### src/rtl/palloc_pkg.sv
// ----------------------------------------------------------------------------
// palloc_pkg
// Shared constants and types of the placement allocator with reserved gaps.
// ----------------------------------------------------------------------------
package palloc_pkg;

  localparam int GAP_SLOTS = 32;                 // gap table depth
  localparam int IDX_W     = $clog2(GAP_SLOTS);  // gap index and gap count width
  localparam int ADDR_W    = 32;
  localparam int GAP_W     = 2 * ADDR_W;         // one gap entry: {end, start}

  localparam logic [ADDR_W-1:0] PAGE_MASK = 32'hFFFF_F000;
  localparam logic [ADDR_W-1:0] PAGE_SIZE = 32'h0000_1000;
  localparam logic [ADDR_W-1:0] OFFS_MASK = 32'h0000_0FFF;

  typedef enum logic [1:0] {
    REQ_ADD_GAP = 2'd0,
    REQ_INIT    = 2'd1,
    REQ_ALLOC   = 2'd2
  } req_type_t;

  typedef enum logic [1:0] {
    STAT_OK   = 2'd0,
    STAT_OOM  = 2'd1,
    STAT_FULL = 2'd2
  } status_t;

  typedef enum logic [2:0] {
    S_IDLE,
    S_WALK,
    S_CHECK,
    S_COMMIT,
    S_FINISH
  } state_t;

endpackage

### src/rtl/palloc_if.sv
// ----------------------------------------------------------------------------
// palloc_in_if / palloc_out_if
// Valid/ready channels for requests and results of the placement allocator.
// ----------------------------------------------------------------------------
interface palloc_in_if;
  logic        valid;
  logic        ready;
  logic [1:0]  req_type;
  logic [31:0] lower_addr;
  logic [31:0] upper_addr;
  logic [31:0] alloc_size;
  logic        page_align;

  modport source (output valid, req_type, lower_addr, upper_addr, alloc_size, page_align,
                  input ready);
  modport sink   (input valid, req_type, lower_addr, upper_addr, alloc_size, page_align,
                  output ready);
endinterface

interface palloc_out_if;
  logic        valid;
  logic        ready;
  logic [1:0]  status;
  logic [31:0] alloc_addr;
  logic [31:0] total_allocs;
  logic [31:0] total_bytes;

  modport source (output valid, status, alloc_addr, total_allocs, total_bytes,
                  input ready);
  modport sink   (input valid, status, alloc_addr, total_allocs, total_bytes,
                  output ready);
endinterface

### src/rtl/palloc_ram.sv
// ----------------------------------------------------------------------------
// palloc_ram
// Generic single-write, single-read RAM with registered read data.
// ----------------------------------------------------------------------------
module palloc_ram #(
  parameter int WIDTH = 64,
  parameter int DEPTH = 32
) (
  input  logic                     clk,
  input  logic                     wr_en,
  input  logic [$clog2(DEPTH)-1:0] wr_addr,
  input  logic [WIDTH-1:0]         wr_data,
  input  logic [$clog2(DEPTH)-1:0] rd_addr,
  output logic [WIDTH-1:0]         rd_data
);

  logic [WIDTH-1:0] mem [DEPTH];

  always_ff @(posedge clk) begin
    if (wr_en) begin
      mem[wr_addr] <= wr_data;
    end
    rd_data <= mem[rd_addr];
  end

endmodule

### src/rtl/palloc_step.sv
// ----------------------------------------------------------------------------
// palloc_step
// Shared pointer update: bump past one gap, then, when enabled, round up to a page boundary.
// ----------------------------------------------------------------------------
module palloc_step (
  input  logic [palloc_pkg::ADDR_W-1:0] ptr_in,
  input  logic [palloc_pkg::ADDR_W-1:0] gap_start,
  input  logic [palloc_pkg::ADDR_W-1:0] gap_end,
  input  logic                          skip_en,
  input  logic                          align_en,
  output logic [palloc_pkg::ADDR_W-1:0] ptr_out
);

  logic                          hit;
  logic [palloc_pkg::ADDR_W-1:0] bumped;

  always_comb begin
    // a reversed gap never matches since both compares cannot hold
    hit    = skip_en && (ptr_in >= gap_start) && (ptr_in <= gap_end);
    bumped = hit ? gap_end + palloc_pkg::ADDR_W'(1) : ptr_in;
    if (align_en && ((bumped & palloc_pkg::OFFS_MASK) != '0)) begin
      ptr_out = (bumped & palloc_pkg::PAGE_MASK) + palloc_pkg::PAGE_SIZE;
    end else begin
      ptr_out = bumped;
    end
  end

endmodule

### src/rtl/placement_allocator_with_gaps_core.sv
// ----------------------------------------------------------------------------
// placement_allocator_with_gaps_core
// Bump-pointer allocator that steps over a table of reserved address gaps.
// ----------------------------------------------------------------------------
// Handles one request at a time. An add-gap or unused-code request goes straight to the
// finish state; an initialize request walks the gap table and then checks,
// and an allocate request walks, checks and commits, before the finish state
// hands the result over and the block is ready again; gap_count is 0 skips the walk.
// The request time grows with the gap walk: one shared skip/align unit visits one
// stored gap per cycle (up to 31 in a full table), fed from the gap RAM's single registered read port.
// A finished result sits in the output register, so the next request can be
// taken while the previous result is still waiting to be consumed.
module placement_allocator_with_gaps_core (
  input  logic                clk,
  input  logic                rst_n,
  palloc_in_if.sink           in_chan,
  palloc_out_if.source        out_chan
);

  localparam int AW = palloc_pkg::ADDR_W;
  localparam int IW = palloc_pkg::IDX_W;

  palloc_pkg::state_t state_r, state_nxt;

  // allocator state
  logic [AW-1:0] next_addr_r, next_addr_nxt;
  logic [AW-1:0] region_end_r, region_end_nxt;
  logic [IW-1:0] gap_count_r, gap_count_nxt;
  logic [AW-1:0] alloc_cnt_r, alloc_cnt_nxt;
  logic [AW-1:0] byte_cnt_r, byte_cnt_nxt;

  // request in flight
  logic [1:0]    req_r, req_nxt;
  logic [AW-1:0] upper_r, upper_nxt;
  logic [AW-1:0] size_r, size_nxt;
  logic          align_r, align_nxt;
  logic [AW-1:0] ptr_r, ptr_nxt;
  logic [IW-1:0] idx_r, idx_nxt;
  logic [AW:0]   sum_r, sum_nxt;
  logic [1:0]    res_status_r, res_status_nxt;
  logic [AW-1:0] res_addr_r, res_addr_nxt;

  // output register
  logic          out_valid_r, out_valid_nxt;
  logic [1:0]    out_status_r, out_status_nxt;
  logic [AW-1:0] out_addr_r, out_addr_nxt;
  logic [AW-1:0] out_allocs_r, out_allocs_nxt;
  logic [AW-1:0] out_bytes_r, out_bytes_nxt;

  // gap RAM
  logic                               ram_we;
  logic [IW-1:0]                      ram_raddr;
  logic [palloc_pkg::GAP_W-1:0]       ram_wdata;
  logic [palloc_pkg::GAP_W-1:0]       ram_rdata;

  // shared step unit
  logic [AW-1:0] step_in, step_out;
  logic          step_skip, step_align;

  logic in_fire;
  logic out_free;
  logic walk_last;
  logic gap_full;

  assign in_fire   = in_chan.valid && in_chan.ready;
  assign out_free  = !out_valid_r || out_chan.ready;
  assign walk_last = (idx_r == gap_count_r - IW'(1));
  assign gap_full  = (gap_count_r == IW'(palloc_pkg::GAP_SLOTS - 1));

  assign in_chan.ready         = (state_r == palloc_pkg::S_IDLE);
  assign out_chan.valid        = out_valid_r;
  assign out_chan.status       = out_status_r;
  assign out_chan.alloc_addr   = out_addr_r;
  assign out_chan.total_allocs = out_allocs_r;
  assign out_chan.total_bytes  = out_bytes_r;

  // read gap 0 while idle so it is ready on the first walk cycle
  assign ram_raddr = (state_r == palloc_pkg::S_WALK) ? idx_r + IW'(1) : '0;
  assign ram_we    = in_fire && (in_chan.req_type == palloc_pkg::REQ_ADD_GAP) && !gap_full;
  assign ram_wdata = {in_chan.upper_addr, in_chan.lower_addr};

  palloc_ram #(
    .WIDTH (palloc_pkg::GAP_W),
    .DEPTH (palloc_pkg::GAP_SLOTS)
  ) u_gap_ram (
    .clk     (clk),
    .wr_en   (ram_we),
    .wr_addr (gap_count_r),
    .wr_data (ram_wdata),
    .rd_addr (ram_raddr),
    .rd_data (ram_rdata)
  );

  always_comb begin
    if (state_r == palloc_pkg::S_WALK) begin
      step_in    = ptr_r;
      step_skip  = 1'b1;
      step_align = align_r;
    end else begin
      step_in    = next_addr_r;
      step_skip  = 1'b0;
      step_align = (in_chan.req_type == palloc_pkg::REQ_ALLOC) && in_chan.page_align;
    end
  end

  palloc_step u_step (
    .ptr_in    (step_in),
    .gap_start (ram_rdata[AW-1:0]),
    .gap_end   (ram_rdata[palloc_pkg::GAP_W-1:AW]),
    .skip_en   (step_skip),
    .align_en  (step_align),
    .ptr_out   (step_out)
  );

  // next state
  always_comb begin
    state_nxt = state_r;
    case (state_r)
      palloc_pkg::S_IDLE: begin
        if (in_fire) begin
          if ((in_chan.req_type == palloc_pkg::REQ_INIT ||
               in_chan.req_type == palloc_pkg::REQ_ALLOC) && gap_count_r != '0) begin
            state_nxt = palloc_pkg::S_WALK;
          end else if (in_chan.req_type == palloc_pkg::REQ_INIT ||
                       in_chan.req_type == palloc_pkg::REQ_ALLOC) begin
            state_nxt = palloc_pkg::S_CHECK;
          end else begin
            state_nxt = palloc_pkg::S_FINISH;
          end
        end
      end
      palloc_pkg::S_WALK: begin
        if (walk_last) begin
          state_nxt = palloc_pkg::S_CHECK;
        end
      end
      palloc_pkg::S_CHECK: begin
        if (req_r == palloc_pkg::REQ_ALLOC) begin
          state_nxt = palloc_pkg::S_COMMIT;
        end else begin
          state_nxt = palloc_pkg::S_FINISH;
        end
      end
      palloc_pkg::S_COMMIT: begin
        state_nxt = palloc_pkg::S_FINISH;
      end
      palloc_pkg::S_FINISH: begin
        if (out_free) begin
          state_nxt = palloc_pkg::S_IDLE;
        end
      end
      default: begin
        state_nxt = palloc_pkg::S_IDLE;
      end
    endcase
  end

  // datapath and outputs
  always_comb begin
    next_addr_nxt  = next_addr_r;
    region_end_nxt = region_end_r;
    gap_count_nxt  = gap_count_r;
    alloc_cnt_nxt  = alloc_cnt_r;
    byte_cnt_nxt   = byte_cnt_r;
    req_nxt        = req_r;
    upper_nxt      = upper_r;
    size_nxt       = size_r;
    align_nxt      = align_r;
    ptr_nxt        = ptr_r;
    idx_nxt        = idx_r;
    sum_nxt        = sum_r;
    res_status_nxt = res_status_r;
    res_addr_nxt   = res_addr_r;
    out_valid_nxt  = out_valid_r && !out_chan.ready;
    out_status_nxt = out_status_r;
    out_addr_nxt   = out_addr_r;
    out_allocs_nxt = out_allocs_r;
    out_bytes_nxt  = out_bytes_r;

    case (state_r)
      palloc_pkg::S_IDLE: begin
        if (in_fire) begin
          req_nxt        = in_chan.req_type;
          upper_nxt      = in_chan.upper_addr;
          size_nxt       = in_chan.alloc_size;
          align_nxt      = (in_chan.req_type == palloc_pkg::REQ_ALLOC) && in_chan.page_align;
          idx_nxt        = '0;
          res_status_nxt = palloc_pkg::STAT_OK;
          res_addr_nxt   = '0;
          ptr_nxt        = (in_chan.req_type == palloc_pkg::REQ_INIT) ? in_chan.lower_addr
                                                                      : step_out;
          if (in_chan.req_type == palloc_pkg::REQ_ADD_GAP) begin
            if (gap_full) begin
              res_status_nxt = palloc_pkg::STAT_FULL;
            end else begin
              gap_count_nxt = gap_count_r + IW'(1);
            end
          end
        end
      end
      palloc_pkg::S_WALK: begin
        ptr_nxt = step_out;
        idx_nxt = idx_r + IW'(1);
      end
      palloc_pkg::S_CHECK: begin
        if (req_r == palloc_pkg::REQ_INIT) begin
          next_addr_nxt  = ptr_r;
          region_end_nxt = upper_r;
        end else begin
          sum_nxt = {1'b0, ptr_r} + {1'b0, size_r};
        end
      end
      palloc_pkg::S_COMMIT: begin
        if (sum_r >= {1'b0, region_end_r}) begin
          res_status_nxt = palloc_pkg::STAT_OOM;
        end else begin
          // padding and skipped gaps count toward the byte total
          res_addr_nxt  = ptr_r;
          byte_cnt_nxt  = byte_cnt_r + sum_r[AW-1:0] - next_addr_r;
          next_addr_nxt = sum_r[AW-1:0];
          alloc_cnt_nxt = alloc_cnt_r + AW'(1);
        end
      end
      palloc_pkg::S_FINISH: begin
        if (out_free) begin
          out_valid_nxt  = 1'b1;
          out_status_nxt = res_status_r;
          out_addr_nxt   = res_addr_r;
          out_allocs_nxt = alloc_cnt_r;
          out_bytes_nxt  = byte_cnt_r;
        end
      end
      default: begin
      end
    endcase
  end

  always_ff @(posedge clk) begin
    if (!rst_n) begin
      state_r      <= palloc_pkg::S_IDLE;
      next_addr_r  <= '0;
      region_end_r <= '0;
      gap_count_r  <= '0;
      alloc_cnt_r  <= '0;
      byte_cnt_r   <= '0;
      out_valid_r  <= 1'b0;
    end else begin
      state_r      <= state_nxt;
      next_addr_r  <= next_addr_nxt;
      region_end_r <= region_end_nxt;
      gap_count_r  <= gap_count_nxt;
      alloc_cnt_r  <= alloc_cnt_nxt;
      byte_cnt_r   <= byte_cnt_nxt;
      out_valid_r  <= out_valid_nxt;
    end
  end

  always_ff @(posedge clk) begin
    req_r        <= req_nxt;
    upper_r      <= upper_nxt;
    size_r       <= size_nxt;
    align_r      <= align_nxt;
    ptr_r        <= ptr_nxt;
    idx_r        <= idx_nxt;
    sum_r        <= sum_nxt;
    res_status_r <= res_status_nxt;
    res_addr_r   <= res_addr_nxt;
    out_status_r <= out_status_nxt;
    out_addr_r   <= out_addr_nxt;
    out_allocs_r <= out_allocs_nxt;
    out_bytes_r  <= out_bytes_nxt;
  end

endmodule

### src/flat_wrapper.sv
// flat-port wrapper written by rule: the top's interface ports become plain ports
module placement_allocator_with_gaps_core_flat 
  (clk, rst_n, in_chan_valid, in_chan_req_type, in_chan_lower_addr, in_chan_upper_addr, in_chan_alloc_size, in_chan_page_align, in_chan_ready, out_chan_valid, out_chan_status, out_chan_alloc_addr, out_chan_total_allocs, out_chan_total_bytes, out_chan_ready);
  palloc_in_if in_chan_i ();
  palloc_out_if out_chan_i ();
  input  logic clk;
  input  logic rst_n;
  input wire logic [$bits(in_chan_i.valid)-1:0] in_chan_valid;
  input wire logic [$bits(in_chan_i.req_type)-1:0] in_chan_req_type;
  input wire logic [$bits(in_chan_i.lower_addr)-1:0] in_chan_lower_addr;
  input wire logic [$bits(in_chan_i.upper_addr)-1:0] in_chan_upper_addr;
  input wire logic [$bits(in_chan_i.alloc_size)-1:0] in_chan_alloc_size;
  input wire logic [$bits(in_chan_i.page_align)-1:0] in_chan_page_align;
  output wire logic [$bits(in_chan_i.ready)-1:0] in_chan_ready;
  output wire logic [$bits(out_chan_i.valid)-1:0] out_chan_valid;
  output wire logic [$bits(out_chan_i.status)-1:0] out_chan_status;
  output wire logic [$bits(out_chan_i.alloc_addr)-1:0] out_chan_alloc_addr;
  output wire logic [$bits(out_chan_i.total_allocs)-1:0] out_chan_total_allocs;
  output wire logic [$bits(out_chan_i.total_bytes)-1:0] out_chan_total_bytes;
  input wire logic [$bits(out_chan_i.ready)-1:0] out_chan_ready;
  assign in_chan_i.valid = in_chan_valid;
  assign in_chan_i.req_type = in_chan_req_type;
  assign in_chan_i.lower_addr = in_chan_lower_addr;
  assign in_chan_i.upper_addr = in_chan_upper_addr;
  assign in_chan_i.alloc_size = in_chan_alloc_size;
  assign in_chan_i.page_align = in_chan_page_align;
  assign in_chan_ready = in_chan_i.ready;
  assign out_chan_valid = out_chan_i.valid;
  assign out_chan_status = out_chan_i.status;
  assign out_chan_alloc_addr = out_chan_i.alloc_addr;
  assign out_chan_total_allocs = out_chan_i.total_allocs;
  assign out_chan_total_bytes = out_chan_i.total_bytes;
  assign out_chan_i.ready = out_chan_ready;
  placement_allocator_with_gaps_core u_core (.clk(clk), .rst_n(rst_n), .in_chan(in_chan_i), .out_chan(out_chan_i));
endmodule
### config.mk
export PLATFORM = sky130hd
export DESIGN_NAME = placement_allocator_with_gaps_core_flat
export DESIGN_NICKNAME = d
export VERILOG_FILES = /design/src/rtl/palloc_pkg.sv /design/src/rtl/palloc_if.sv /design/src/rtl/palloc_ram.sv /design/src/rtl/palloc_step.sv /design/src/rtl/placement_allocator_with_gaps_core.sv /design/src/flat_wrapper.sv
export SDC_FILE = /design/constraint.sdc
export NUM_CORES = 2
export LEC_CHECK = 0
export BUFFER_PORTS_ARGS = -buffer_cell sky130_fd_sc_hd__clkbuf_2
export CAP_MARGIN = 20
export CORE_MARGIN = 2
export CORE_UTILIZATION = 55
export DETAILED_ROUTE_END_ITERATION = 8
export GPL_TIMING_DRIVEN = 1
export PLACE_DENSITY = 0.74
export SYNTH_ARGS = -nofsm -noshare
export SYNTH_HDL_FRONTEND = slang
export SYNTH_SLANG_ARGS = --single-unit
### constraint.sdc
create_clock -name clk -period 4.8 [get_ports clk]
set_input_delay 0.48 -clock clk [delete_from_list [all_inputs] [get_ports clk]]
set_output_delay 0.48 -clock clk [all_outputs]
set_load 0.01 [all_outputs]
# Word level (Yosys, flattened, before mapping)

Memory sizes are Yosys's and may differ from the RTL's. A register that Yosys moved wholly into a read port is not among the register bits.
Cells that the tools add are included.

Output and inout port bits: 100
Memory bits (writable): 2048
Word-level logic and storage cells: 117
ROM bits: 0
Input bits: 103
Memories kept: 1
Register bits: 406
Latch bits: 0

Memories:

| memory               | depth | width | rd ports | clocked after memory_dff | write ports | line             | text |
|---|---|---|---|---|---|---|---|
| u_core.u_gap_ram.mem | 32    | 64    | 1        | 1                        | 1           | palloc_ram.sv:17 | `logic [WIDTH-1:0] mem [DEPTH];` |

Div/mod/pow operators: 0
Muxes and demuxes: 33
Shift-type cells: 0
Reductions and logical operators: 32
Bitwise operators: 3
Multipliers: 0
$add $sub $neg: 9
Magnitude comparators: 3
Equality and inequality tests: 16

Operators by type and width:

| kind                                                                     | number |
|---|---|
| 32-bit 2-to-1 mux                                                        | 9 |
| 32-bit one-hot mux with 2 select lines                                   | 3 |
| 32-bit by 1-bit adder with 32-bit output (second input constant)         | 2 |
| 32-bit by 32-bit adder with 33-bit output                                | 1 |
| 33-bit by 32-bit greater-or-equal comparator with 1-bit output           | 1 |
| 32-bit by 13-bit adder with 32-bit output (second input constant)        | 1 |
| 32-bit adder                                                             | 1 |
| 32-bit greater-or-equal comparator                                       | 1 |
| 32-bit <= comparator                                                     | 1 |
| 32-bit nonzero test                                                      | 1 |
| 32-bit subtractor                                                        | 1 |
| 3-bit 2-to-1 mux                                                         | 6 |
| 3-bit one-hot mux with 5 select lines                                    | 1 |
| 2-bit AND reduction                                                      | 6 |
| 3-bit AND reduction                                                      | 4 |
| 5-bit by 1-bit adder with 5-bit output (second input constant)           | 2 |
| 5-bit 2-to-1 mux                                                         | 2 |
| 5-bit one-hot mux with 2 select lines                                    | 1 |
| 1-bit logical AND                                                        | 9 |
| 2-bit 2-to-1 mux                                                         | 4 |
| 2-bit by 1-bit inequality test with 1-bit output (second input constant) | 4 |
| 3-bit by 2-bit equality test with 1-bit output (second input constant)   | 2 |
| 1-bit 2-to-1 mux                                                         | 6 |
| 2-bit nonzero test                                                       | 3 |
| other kinds (16)                                                         | 24 |

# Logic depth before layout (Yosys ltp)

Depth in word-level cells: 12
Depth in mapped cells: 26
Depth with buffers taken out: 19

# By module

A second synthesis with hierarchy kept.

Cell total of the unflattened synthesis: 5433
Area total of the unflattened synthesis: 102204.3 sq um

Modules (own cells, without submodules):

| module                             | cells each | sequential area each (sq um) | area an instance (sq um) | times used |
|---|---|---|---|---|
| palloc_ram                         | 3096       | 62780.2                      | 78964.5                  | 1 |
| placement_allocator_with_gaps_core | 1796       | 10820.4                      | 19643.8                  | 1 |
| palloc_step                        | 541        | 0.0                          | 3595.9                   | 1 |

# Worst setup path before layout

No wires, ideal clock.

Path kind: register to register
From: reg u_core.state_r[2]
To: mem u_core.u_gap_ram.mem[31][0], enable pin
Path buffers: 1
Library setup time: 487 ps
Cell stages (with the launch flop): 7
Path slack: -610 ps
Arrival time: 4924 ps
Period minus slack after synthesis: 5410 ps
Cell sequence: dfxtp_1 > buf_2 > nor3_1 > nand2_1 > nor3b_1 > nand2_1 > nor2_1

Longest elaborated chain between the ends: 6

RTL lines:

| item                                   | line                                      | text |
|---|---|---|
| from (decl)                            | placement_allocator_with_gaps_core.sv:23  | `palloc_pkg::state_t state_r, state_nxt;` |
| from (signal assigned)                 | placement_allocator_with_gaps_core.sv:240 | `state_r <= palloc_pkg::S_IDLE;` |
| from (signal assigned)                 | placement_allocator_with_gaps_core.sv:248 | `state_r <= state_nxt;` |
| 3-bit logical NOT                      | placement_allocator_with_gaps_core.sv:70  | `assign in_chan.ready = (state_r == palloc_pkg::S_IDLE);` |
| via in_chan_ready                      | flat_wrapper.sv:14                        | `output wire logic [$bits(in_chan_i.ready)-1:0] in_chan_ready;` |
| 1-bit logical AND                      | placement_allocator_with_gaps_core.sv:65  | `assign in_fire = in_chan.valid && in_chan.ready;` |
| 1-bit logical AND (2 in series)        | placement_allocator_with_gaps_core.sv:79  | `assign ram_we = in_fire && (in_chan.req_type == palloc_pkg::REQ_ADD_GAP) && !gap_full;` |
| 1-bit 2-to-1 mux                       | palloc_ram.sv:20                          | `if (wr_en) begin` |
| 1-bit 2-to-1 mux (implied by the code) | palloc_ram.sv:21                          | `mem[wr_addr] <= wr_data;` |
| to (decl)                              | palloc_ram.sv:17                          |  |

The timed path passes the listed nets, and every way through them passes these cells.

# Final worst setup path

From: reg u_core.state_r[1]
To: reg u_core.ptr_r[30] (data pin)

Longest elaborated chain between the ends: 12
Elaborated cells between the ends (all ways): 17
Those cells by class: add/sub (1); order compare (2); eq/ne (1); mux (8); reduce/logical (5)

RTL lines:

| item                                                                                        | line                                      | text |
|---|---|---|
| parallel branches: the longest is 11 deep, another holds 32-bit greater-or-equal comparator | --                                        |  |
| 32-bit one-hot mux with 2 select lines (*)                                                  | placement_allocator_with_gaps_core.sv:180 | `case (state_r)` |
| via u_core.ptr_nxt[30]                                                                      | placement_allocator_with_gaps_core.sv:37  | `logic [AW-1:0] ptr_r, ptr_nxt;` |
| to (signal assigned)                                                                        | placement_allocator_with_gaps_core.sv:263 | `ptr_r <= ptr_nxt;` |
| to (decl)                                                                                   | placement_allocator_with_gaps_core.sv:37  |  |

Mark *: on every way through the listed nets, which the timed path passes. The select of a mux whose other input is x is not followed.
A chain may end at the register's enable or synchronous reset.

==> summary.md <==
| Metric | Value |
|---|---|
| Placer Congestion | `0.9427` |
| Vias in the first global route | `65790` |
| CP Max Fanout | `8` |
| CP max-delay cell | `or4_4` |
| CP cell instances | `nor3b_4 -> buf_4 -> buf_12 -> buf_8 -> mux2i_4 -> inv_1 -> ha_1 -> nand4_1 -> a2111oi_1 -> buf_4 -> or4_4 -> a41oi_4 -> or2_4 -> nor2_2 -> a21oi_4 -> ha_2 -> nand2b_1 -> nor4_2 -> buf_4 -> a32o_2 -> nand4b_1 -> xnor2_1 -> o21ai_1` |
| Rows | `159` |
| CP top delay family | `simple AND/OR/NAND/NOR gates` |
| Area grow syn2layout | `14.23%` |
| Simple-Gate Fraction of Synth Area | `10.04%` |
| Static Leak | `39.71 nW` |
| Top-area cell type share of the netlist area | `67.35%` |
| Synth Area in Adders | `2.715%` |
| Total track usage | `30.88%` |
| I/O Buffers | `202` |
| P_sw | `20.79 mW` |
| WL/cell | `28.52 µm` |
| Worst setup path class | `reg -> reg` |
| CTS tree | `yes` |
| Dpl cell area | `109200 µm²` |
| Min-Delay Path Class | `in -> reg` |
| Clk_lat worst skew | `900 ps` |
| Clock skew | `51.70 ps` |
| Hold_ws | `98.41 ps` |
| Distinct cells, synth | `89` |
| Slew at the pin closest to its max-slew limit | `1158 ps` |
| PD cells | `538.2 nW/µm²` |
| DR DRC count | `0` |
| Highest clock rate | `209.1 MHz` |
| DRT Pass-1 Iters | `9` |
| GRT overflow | `0` |
| Status | `complete, no violations` |
| H-tree levels | `4` |
| FILL cells | `13230` |
| Critical path buffers and inverters | `6` |
| Synth Register Bits | `2518` |
| FFs w/ async S/R, synth | `0%` |
| Top cells by area, synth | `edfxtp_1 (67%), nand2_1 (5.1%), dfxtp_1 (3.9%), o221ai_1 (3.1%), nand3_1 (2.3%)` |
| Fin. max-slew vios | `0` |
| Leading cell type in the layout, fill and taps excluded | `edfxtp_1` |
| Combinational share of power | `28.3%` |
| Pin count of the biggest net entering global routing | `124` |
| Full die area | `191300 µm²` |
| Chip Height | `437.4 µm` |
| RSZ-0062 raised after global routing | `true` |
| Worst Setup End Kind | `register` |
| Netlist Area Pre-Place | `103300 µm²` |
| IO Count | `203` |
| Worst EP arrival | `5390 ps` |
| First-pass GRT wire length | `436400 µm` |
| Post-layout util | `63.04%` |
| Place WS | `-260.7 ps` |
| Sw Ratio | `32.74%` |
| Critical Path RT | `5410 ps` |
| CTS clk-pin slew, worst paths | `60 ps` |
| Mux contribution to synthesized area | `1.946%` |
| Relative slew margins | `22.16%` |
| Mean area per synthesized cell | `13.74 µm²` |
| Vias/cell | `6.538` |
| Int Power | `42.71 mW` |
| Most frequent cells in the layout | `edfxtp_1 (2317), nand2_1 (1392), nand3_1 (480)` |
| Fin area | `118000 µm²` |
| Clock power share | `30.1%` |
| Max VDD drop | `549.2 µV` |
| Clock Tree Buf Depth | `3` |
| Share of layout cells above drive strength 1 | `13.65%` |
| Post-DP HPWL | `173700 µm` |
| Syn Inst Count | `7520` |
| Startpoint Class | `register` |
| Initial antenna violation count | `30` |
| Post-synthesis xor/xnor area fraction | `1.177%` |
| Initial Utilization | `55.18%` |
| DRT antenna net count | `0` |
| DRT iter0 DRCs | `9475` |
| Seq pwr share | `41.6%` |
| Clock root buffer | `clkbuf_16` |
| CP most frequent cell | `buf_4` |
| Total wire length | `300600 µm` |
| Post-route clock period utilization | `99.64%` |
| Largest area contributor in the netlist | `edfxtp_1` |
| Synth Area in Compound Gates | `10.02%` |
| Core Area | `187200 µm²` |
| Main combinational cell family by area after synthesis | `simple AND/OR/NAND/NOR gates` |
| Yosys Warn Count | `0` |
| Clock sinks | `2518` |
| Critical Path Max Stage Delay | `500 ps` |
| Min setup slack post-route | `17.49 ps` |
| Fin crit period | `4783 ps` |
| Routed vias | `68910` |
| Top_reg_cell synth | `edfxtp_1` |
| Register area share after synthesis | `71.25%` |
| Finished Layout Cells | `10540` |
| Max-cap violations | `0` |
| Endpoints failing hold | `0` |
| # nets final | `8133` |
| EDFF count, synth | `2317` |
| Final setup viols | `0` |
| Num CTS Buffers | `234` |
| Die Width | `437.4 µm` |
| Cell count after placement | `10040` |
| Syn_nets | `7828` |
-- cell families (layout without fill, tap and decap cells) --
kind of cell,Yosys count,in the layout
AO/OA/AOI/OAI,1406,1406
XOR/XNOR,138,138
adder cells (fa/ha/maj),205,205
buffers and inverters,764,1280
flip-flops,2518,2518
multiplexers,111,111
other,0,10
AND/OR/NAND/NOR,2378,2378
-- stage by stage --
stage / TNS (ps) / power [mW]
final: 0 / 63.51
after global placement: -828.6 / 43.74
after CTS: -7.173 / 63.00
after detailed placement: -1211 / 44.07
after floorplan: -1227920 / 37.48
after global routing: -651.8 / 65.89
-- cells in the mapped netlist (50+ instances only) --
cell type,count
o21ai_0,81
inv_1,273
o221ai_1,370
a311oi_1,180
nand2_1,1394
a211oi_1,64
a21oi_1,334
a31oi_1,79
edfxtp_1,2317
o31ai_1,82
clkbuf_1,404
ha_1,173
mux4_2,71
and3_1,66
nor2_1,190
nand3_1,481
o211ai_1,51
dfxtp_1,201
buf_2,50
nand4_1,51
xnor2_1,113
-- per-layer routing --
metal  global-route usage, %  vias to the layer above  routed length, µm
met1                   42.18                    34020             112400
met2                   47.34                     4699             137700
met3                   7.103                      797              36330
met5                       0                        -                268
li1                        -                    29360                  -
met4                   14.39                       36              13940
-- power by group through the flow --
stage	Combinational, mW	Clock, mW	Sequential, mW
after floorplan	10.9	0	26.5
after global placement	17.0	0	26.8
after global routing	19.4	20.0	26.5
after detailed placement	17.3	0	26.8
final	18.0	19.1	26.4
after CTS	17.4	19.2	26.4
-- area by class of cell --
| cell class | count | area [µm²] | area share, % |
|---|---|---|---|
| Sequential cell | 2518 | 73600 | 62.37 |
| Multi-Input combinational cell | 4238 | 27440 | 23.26 |
| Clock buffer | 302 | 6386 | 5.412 |
| Timing Repair Buffer | 556 | 4748 | 4.024 |
| Tap cell | 2495 | 3122 | 2.645 |
| Clock inverter | 145 | 1605 | 1.360 |
| Inverter | 277 | 1071 | 0.9076 |
| Antenna cell | 10 | 25.02 | 0.02121 |
-- sequential cells by signal (all words and copies together) (netlist names) --
signal                        count
u_core.idx_r                      5
u_core.align_r                    1
u_core.out_chan.valid             1
u_core.byte_cnt_r                32
u_core.out_chan.status            2
u_core.size_r                    32
u_core.res_addr_r                32
u_core.gap_count_r                5
u_core.alloc_cnt_r               32
u_core.u_gap_ram.rd_data         64
u_core.req_r                      2
u_core.region_end_r              32
u_core.out_chan.alloc_addr       32
u_core.sum_r                     33
u_core.next_addr_r               32
u_core.res_status_r               2
u_core.ptr_r                     32
u_core.out_chan.total_allocs     32
u_core.out_chan.total_bytes      32
u_core.state_r                    3
u_core.upper_r                   32
u_core.u_gap_ram.mem           2048
-- worst reg2reg max path, stage by stage (launching register included) --
cell and delay, ps:
dfxtp_2 340, nor3b_4 220, buf_4 150, buf_12 140, buf_8 160, mux2i_4 250, inv_1 130, ha_1 330
nand4_1 130, a2111oi_1 70, buf_4 150, or4_4 510, a41oi_4 210, or2_4 200, nor2_2 60, a21oi_4 130
ha_2 200, nand2b_1 70, nor4_2 280, buf_4 180, a32o_2 260, nand4b_1 140, xnor2_1 170, o21ai_1 70
-- worst paths after layout --
path / startpoint / endpoint / slack [ps] / cells after the start
worst max-delay path: u_core.state_r[1] / u_core.ptr_r[30] / 20 / 23
worst min-delay path: in_chan_lower_addr[21] / u_core.u_gap_ram.mem[7][21] / 100 / 2
worst max register to register: u_core.state_r[1] / u_core.ptr_r[30] / 20 / 23
worst min register to register: u_core.res_addr_r[10] / u_core.out_chan.alloc_addr[10] / 410 / 0
-- timing repair --
action / in CTS / in global routing
gates cloned: 0 / 1
setup buffers: 0 / 6
hold buffers: 35 / 0
gates resized for setup: 6 / 67
endpoints found under the hold margin: 35 / 0
setup endpoints to repair: 6 / 10
pin swaps: 0 / 26
Note: power is estimated with default switching activity, not from simulation.
